[config.mk]
export PLATFORM = sky130hd
export DESIGN_NAME = lslg_mul
export DESIGN_NICKNAME = d
export VERILOG_FILES = /design/src/design/lslg_pkg.sv /design/src/design/lslg_mul.sv
export SDC_FILE = /design/constraint.sdc
export NUM_CORES = 2
export LEC_CHECK = 0
export CORE_ASPECT_RATIO = 0.75
export CORE_UTILIZATION = 60
export CTS_CLUSTER_DIAMETER = 60
export DETAILED_ROUTE_END_ITERATION = 12
export DONT_BUFFER_PORTS = 1
export GPL_ROUTABILITY_DRIVEN = 0
export HOLD_SLACK_MARGIN = 0.1
export PLACE_DENSITY = 0.76
export REMOVE_ABC_BUFFERS = 1
export SLEW_MARGIN = 0
export SYNTH_ARGS = -nofsm -noshare
export SYNTH_HDL_FRONTEND = slang
export SYNTH_SLANG_ARGS = --single-unit
[constraint.sdc]
create_clock -name clk -period 27.2 [get_ports clk]
set_input_delay 2.72 -clock clk [delete_from_list [all_inputs] [get_ports clk]]
set_output_delay 2.72 -clock clk [all_outputs]
set_load 0.01 [all_outputs]
[src/design/lslg_pkg.sv]
// Package for the least-squares loss and gradient block.
// Holds the item structs, request and status codes, the state enum and the saturating add.
// No dependencies.
package lslg_pkg;

  localparam int ACC_W = 48;
  localparam int VAL_W = 32;
  localparam int CFG_IDX_W = 3;

  typedef enum logic [2:0] {
    REQ_LOAD_W  = 3'd0,
    REQ_LOAD_M  = 3'd1,
    REQ_FEAT    = 3'd2,
    REQ_END     = 3'd3,
    REQ_START   = 3'd4,
    REQ_RD_GRAD = 3'd5,
    REQ_RD_OBJ  = 3'd6
  } req_t;

  localparam logic [CFG_IDX_W-1:0] CFG_MODE    = 3'd0;
  localparam logic [CFG_IDX_W-1:0] CFG_RIDGE   = 3'd1;
  localparam logic [CFG_IDX_W-1:0] CFG_PENALTY = 3'd2;
  localparam logic [CFG_IDX_W-1:0] CFG_NEIGH   = 3'd3;
  localparam logic [CFG_IDX_W-1:0] CFG_DIM     = 3'd4;

  localparam logic [1:0] ST_OK        = 2'd0;
  localparam logic [1:0] ST_BAD_INDEX = 2'd1;
  localparam logic [1:0] ST_SAT       = 2'd2;

  typedef enum logic [1:0] {
    SH15 = 2'd0,
    SH16 = 2'd1,
    SH17 = 2'd2
  } mul_shift_t;

  typedef enum logic [3:0] {
    S_CLR,
    S_IDLE,
    S_FEAT_MUL,
    S_RDG,
    S_ST_RD,
    S_ST_XX,
    S_ST_XM,
    S_ST_OBJ,
    S_ST_GRD_RD,
    S_ST_GRD_MUL,
    S_END_OBJ,
    S_END_RD,
    S_END_MUL,
    S_OUT
  } state_t;

  typedef struct packed {
    logic [2:0]               req_type;
    logic [5:0]               elem_index;
    logic signed [VAL_W-1:0]  data_value;
  } in_t;

  typedef struct packed {
    logic signed [ACC_W-1:0]  result_value;
    logic [1:0]               status;
  } out_t;

  typedef struct packed {
    logic       go;
    mul_shift_t sh;
  } mul_req_t;

  typedef struct packed {
    logic busy;
    logic done;
    logic sat;
  } mul_stat_t;

  typedef struct packed {
    logic signed [ACC_W-1:0] v;
    logic                    sat;
  } sat_t;

  function automatic sat_t sat_add(input logic signed [ACC_W+1:0] a,
                                   input logic signed [ACC_W+1:0] b);
    logic signed [ACC_W+2:0] s;
    sat_t r;
    s = {a[ACC_W+1], a} + {b[ACC_W+1], b};
    r.sat = 1'b0;
    if (s > 51'sd140737488355327) begin
      r.v = 48'sh7FFF_FFFF_FFFF;
      r.sat = 1'b1;
    end else if (s < -51'sd140737488355328) begin
      r.v = 48'sh8000_0000_0000;
      r.sat = 1'b1;
    end else begin
      r.v = s[ACC_W-1:0];
    end
    return r;
  endfunction

endpackage

[src/design/lslg_mul.sv]
// Shared fixed-point multiplier: 48x48 signed product built from 24x24 partial products.
// The magnitude is shifted right by 15, 16 or 17 and saturated to 48 bits. Uses lslg_pkg.
module lslg_mul import lslg_pkg::*; (
  input  logic                    clk,
  input  logic                    rst_n,
  input  mul_req_t                req,
  input  logic signed [ACC_W-1:0] op_a,
  input  logic signed [ACC_W-1:0] op_b,
  output mul_stat_t               stat,
  output logic signed [ACC_W-1:0] prod
);

  logic             running_r;
  logic             done_r;
  logic [2:0]       cnt_r;
  logic             neg_r;
  mul_shift_t       sh_r;
  logic [ACC_W-1:0] ma_r;
  logic [ACC_W-1:0] mb_r;
  logic [95:0]      acc_r;
  logic signed [ACC_W-1:0] prod_r;
  logic             sat_r;

  logic [23:0]      x;
  logic [23:0]      y;
  logic [47:0]      pp;
  logic [95:0]      ppw;
  logic [80:0]      shifted;
  logic [80:0]      lim;
  logic             over;
  logic [ACC_W-1:0] mag;

  assign x = (cnt_r == 3'd0 || cnt_r == 3'd1) ? ma_r[23:0] : ma_r[47:24];
  assign y = (cnt_r == 3'd0 || cnt_r == 3'd2) ? mb_r[23:0] : mb_r[47:24];
  assign pp = x * y;

  always_comb begin
    unique case (cnt_r)
      3'd0:    ppw = 96'(pp);
      3'd1,
      3'd2:    ppw = 96'(pp) << 24;
      default: ppw = 96'(pp) << 48;
    endcase
  end

  always_comb begin
    unique case (sh_r)
      SH15:    shifted = acc_r[95:15];
      SH16:    shifted = 81'(acc_r >> 16);
      SH17:    shifted = 81'(acc_r >> 17);
      default: shifted = 81'(acc_r >> 16);
    endcase
    lim = neg_r ? 81'h8000_0000_0000 : 81'h7FFF_FFFF_FFFF;
    over = shifted > lim;
    mag = over ? lim[ACC_W-1:0] : shifted[ACC_W-1:0];
  end

  always_ff @(posedge clk) begin
    if (!rst_n) begin
      running_r <= 1'b0;
      done_r <= 1'b0;
      cnt_r <= 3'd0;
    end else begin
      done_r <= 1'b0;
      if (req.go && !running_r && !done_r) begin
        running_r <= 1'b1;
        cnt_r <= 3'd0;
      end else if (running_r) begin
        if (cnt_r == 3'd4) begin
          running_r <= 1'b0;
          done_r <= 1'b1;
        end else begin
          cnt_r <= cnt_r + 3'd1;
        end
      end
    end
  end

  always_ff @(posedge clk) begin
    if (req.go && !running_r && !done_r) begin
      neg_r <= op_a[ACC_W-1] ^ op_b[ACC_W-1];
      ma_r <= op_a[ACC_W-1] ? ACC_W'(-op_a) : op_a;
      mb_r <= op_b[ACC_W-1] ? ACC_W'(-op_b) : op_b;
      sh_r <= req.sh;
      acc_r <= '0;
    end else if (running_r) begin
      if (cnt_r == 3'd4) begin
        prod_r <= neg_r ? ACC_W'(-mag) : mag;
        sat_r <= over;
      end else begin
        acc_r <= acc_r + ppw;
      end
    end
  end

  assign stat.busy = running_r;
  assign stat.done = done_r;
  assign stat.sat = sat_r;
  assign prod = prod_r;

`ifndef ASSERT_OFF
  a_done_after_run: assert property (@(posedge clk) disable iff (!rst_n)
    stat.done |-> $past(running_r) && $past(cnt_r) == 3'd4)
    else $error("multiplier done without a finished run");
  a_no_overlap: assert property (@(posedge clk) disable iff (!rst_n)
    !(running_r && done_r))
    else $error("multiplier running and done together");
  a_cnt_range: assert property (@(posedge clk) disable iff (!rst_n)
    running_r |-> cnt_r <= 3'd4)
    else $error("multiplier step count out of range");
`endif

endmodule
==> results.md <==
- For this run, the slowest stage of the critical path takes 1.06 ns.
- The die width is 298 um.
- The clock arrives with 0.0173 ns of skew.
- For this run, asynchronously set or reset flops after synthesis account for 0%.
- Setup repair after global routing left no endpoint under its margin.
- For flop-to-flop paths, the worst setup slack is 13.28 ns.
- The final number of setup-violating endpoints is 0.
- The floorplan step set the die height to 224 um.
- Summing the sequential cell areas from Yosys gives 16.4% of the chip area.
- The net count of the finished layout is 5476.
- The first detailed-routing pass took 8 iterations.
- The worst path in the final design needs a cycle of 13.92 ns, including I/O delays and setup.
- The maximum number of pins on one net before global-route repair is 100.
- The most used standard cell by instance count after synthesis is sky130_fd_sc_hd__inv_1.
- By startpoint and endpoint, the worst setup path is classified as reg -> reg.
- The synthesized design contains 249 register bits.
- The run finished with clean final reports.
- The sort of element at the end of the critical path is a flop.
- Across every metal layer, demand over resource in global routing totals 35.7%.
- The global-route wire length before repair is 185 mm.
- After detailed routing, the average wire length per cell comes to 22.0 um.
- The tightest min-delay check is of the reg -> reg type.
- Based on the critical path, the design can be clocked at up to 71.9 MHz.
- The startpoint of the lowest-slack register-to-register path is cnt_r[1].
- The post-route netlist has 4.77% of its cells at a drive strength greater than 1.
- By count the netlist is led by 660 x sky130_fd_sc_hd__inv_1, 608 x sky130_fd_sc_hd__nand2_1, 483 x sky130_fd_sc_hd__fa_1, 462 x sky130_fd_sc_hd__nor2_1, 324 x sky130_fd_sc_hd__ha_1.
- The worst setup path is launched from a flop.
- The max-cap check violation count is 0.
- The endpoint of the worst register-to-register path is acc_r[95].
- The mapped netlist covers 39300 um^2.
- The number of global-route vias before repair was 32400.
- The worst hold path passes through 2 cells.
- Buffers inserted to repair hold after CTS numbered 0.
- The via density per instance is 6.34.
- Yosys mapped a number of flops with a built-in enable equal to 148.
- The number of clock buffers added by TritonCTS is 31.
- The total overflow reported by the global router is 0.
- The total negative slack for setup checks is 0 ns.
- The endpoint of the worst hold path is acc_r[12].
- The floorplan step defined a core boundary enclosing 64200 um^2.
- For the pin with the worst max-slew slack, the measured transition is 1.34 ns.
- The area enclosed by the die boundary is 66600 um^2.
- By instance count, the cell type seen most on the critical path is sky130_fd_sc_hd__fa_1.
- The count of final hold-check violations was 0.
- At the later pin of the worst-skew pair, clock insertion delay measures 0.62 ns.
- The clock sink count is 249.
- The post-cts resize count is 0.
- The clock transition time at the flip-flop clock pins of the worst setup and hold paths is 0.07 ns.
- The post-synthesis cell type count is 82.
- The count of final max-slew check failures is 0.
- For this block, the routed nets add up to 120 mm of wire.
- The detailed router finished its first iteration with 4386 violations.
- The count of nets left with antenna violations once routing finished came out at 0.
- The starting utilization of the core area is 61.3%.
- The number of instances in the synthesized netlist is 4700.
- The count of vias placed by the detailed router is 34600.
- The post-detailed-placement half-perimeter wirelength is 95.3 mm.
- The number of placed I/O pins is 152.
- The number of cells on the worst reg-to-reg path is 41.
- In this run the clock root is driven by a sky130_fd_sc_hd__clkbuf_16.
- Summed over all instances, the cell type with the most area after synthesis is sky130_fd_sc_hd__fa_1.
- The count of input and output buffers is 0.
- The initial antenna violation count came to 4.
- In this run the core area contains 80 standard-cell rows.
- The cell with the biggest individual delay on the critical path is sky130_fd_sc_hd__mux2i_2.
- By area the synthesized netlist is led by sky130_fd_sc_hd__fa_1 25%, sky130_fd_sc_hd__edfxtp_1 11%, sky130_fd_sc_hd__ha_1 10%.
- TritonCTS built the clock tree.
- For the worst setup path, the data arrival time is 14.45 ns.
- The longest clock path from root to sink contains 3 buffers.
- For this run, the share of the core covered by cells in the final layout is 64.1%.
- The most used flip-flop cell after synthesis is sky130_fd_sc_hd__edfxtp_1.
- In this run the most critical hold path is launched from acc_r[12].
- In this run the mean area of a mapped cell was 8.36 um^2.
- The relative slew slack is 7.84%.
- In this run the worst path has a maximum fanout of 35.
- The required time reported for the critical path endpoint is 27.74 ns.
- Of the available clock period, the critical path in the final layout requires 51.2%.
- The count of synthesis-stage warnings from yosys is 0.
- CTS built an H-tree with a depth of 1.
- The number of setup buffers added after CTS is 0.
- Compared with the post-synthesis result, the final layout area differs by 4.55%.
- The share of synthesized area in the top cell type comes to 24.6%.
- After detailed routing, the number of remaining DRC violations is 0.
[layer usage]
layer,track usage (%),part of all wire [%],up-vias,routed length (um)
li1,-,-,15400,-
met1,51.9,41,16700,49500
met2,47.7,39,2123,46800
met3,15.6,16,311,19800
met4,9.53,3.3,6,3940
met5,0,0.047,-,57
[worst max-delay path, delay by kind of cell, from the launching register on]
family | cells | cell delay [ns]
adder cells (fa/ha/maj) | 10 | 4.69
XOR/XNOR | 1 | 0.38
buffers and inverters | 6 | 0.88
flip-flops | 1 | 0.41
AO/OA/AOI/OAI | 12 | 3.26
AND/OR/NAND/NOR | 11 | 3.10
multiplexers | 1 | 1.06
[area by class of cell]
class	instances	area, um^2
Clock inverter	23	249
Multi-Input combinational cell	3567	29600
Fill cell	5397	23100
Sequential cell	249	6470
Inverter	664	2490
Clock buffer	34	787
Timing Repair Buffer	55	413
Antenna cell	4	10.0
Tap cell	861	1080
[per-stage QoR]
step                      instance area (um^2)  hold WS (ns)  worst slack, ns  cells
after floorplan                          38500         0.432             8.94   4480
after detailed placement                 40100         0.453            13.66   5396
final                                    41100         0.464            13.28   5457
after global routing                     41100         0.485            12.95   5453
after global placement                   40100         0.445            14.00   5396
after CTS                                41100         0.470            13.59   5453
[layout by cell type (no fill, tap or decap), types with 86 or more instances in the layout]
cell type / netlist / layout
sky130_fd_sc_hd__xnor2_1: 171 / 171
sky130_fd_sc_hd__dfxtp_1: 101 / 101
sky130_fd_sc_hd__a21o_1: 86 / 86
sky130_fd_sc_hd__edfxtp_1: 148 / 148
sky130_fd_sc_hd__a21oi_1: 246 / 246
sky130_fd_sc_hd__nand2_1: 608 / 607
sky130_fd_sc_hd__fa_1: 483 / 483
sky130_fd_sc_hd__ha_1: 324 / 324
sky130_fd_sc_hd__inv_1: 660 / 660
sky130_fd_sc_hd__mux2i_1: 97 / 86
sky130_fd_sc_hd__o21ai_0: 249 / 248
sky130_fd_sc_hd__nor2_1: 462 / 461
[kinds of logic (layout without fill, tap and decap cells)]
family	after synthesis	count (layout)	share of synthesized area (%)
fa+ha+maj	807	807	34.9
buf+inv	884	776	8.49
flops	249	249	16.4
xor+xnor	222	222	4.95
compound gates	950	950	15.1
simple gates	1437	1437	16.1
mux	151	151	4.02
other cells	0	4	0
[registers in the layout (all words and copies together) (netlist names)]
register and count:
sat_r 1, mb_r 48, prod 48, acc_r 96, ma_r 48, done_r 1, running_r 1, sh_r 2
neg_r 1, cnt_r 3
[how the worst max path moves through the flow]
| stage | cells after the start | slack [ns] | end | from |
|---|---|---|---|---|
| 2_1_floorplan | 4 | 8.94 | acc_r[89] | req[2] |
| 3_3_place_gp | 41 | 14.00 | acc_r[95] | cnt_r[0] |
| 3_5_place_dp | 41 | 13.66 | acc_r[95] | cnt_r[0] |
| 4_1_cts | 41 | 13.59 | acc_r[95] | cnt_r[1] |
| 5_1_grt | 41 | 12.95 | acc_r[95] | cnt_r[1] |
| 6_report | 41 | 13.28 | acc_r[95] | cnt_r[1] |
Power is not shown: default switching activity piles up to over one toggle a cycle in this logic, so the estimate is an artifact.
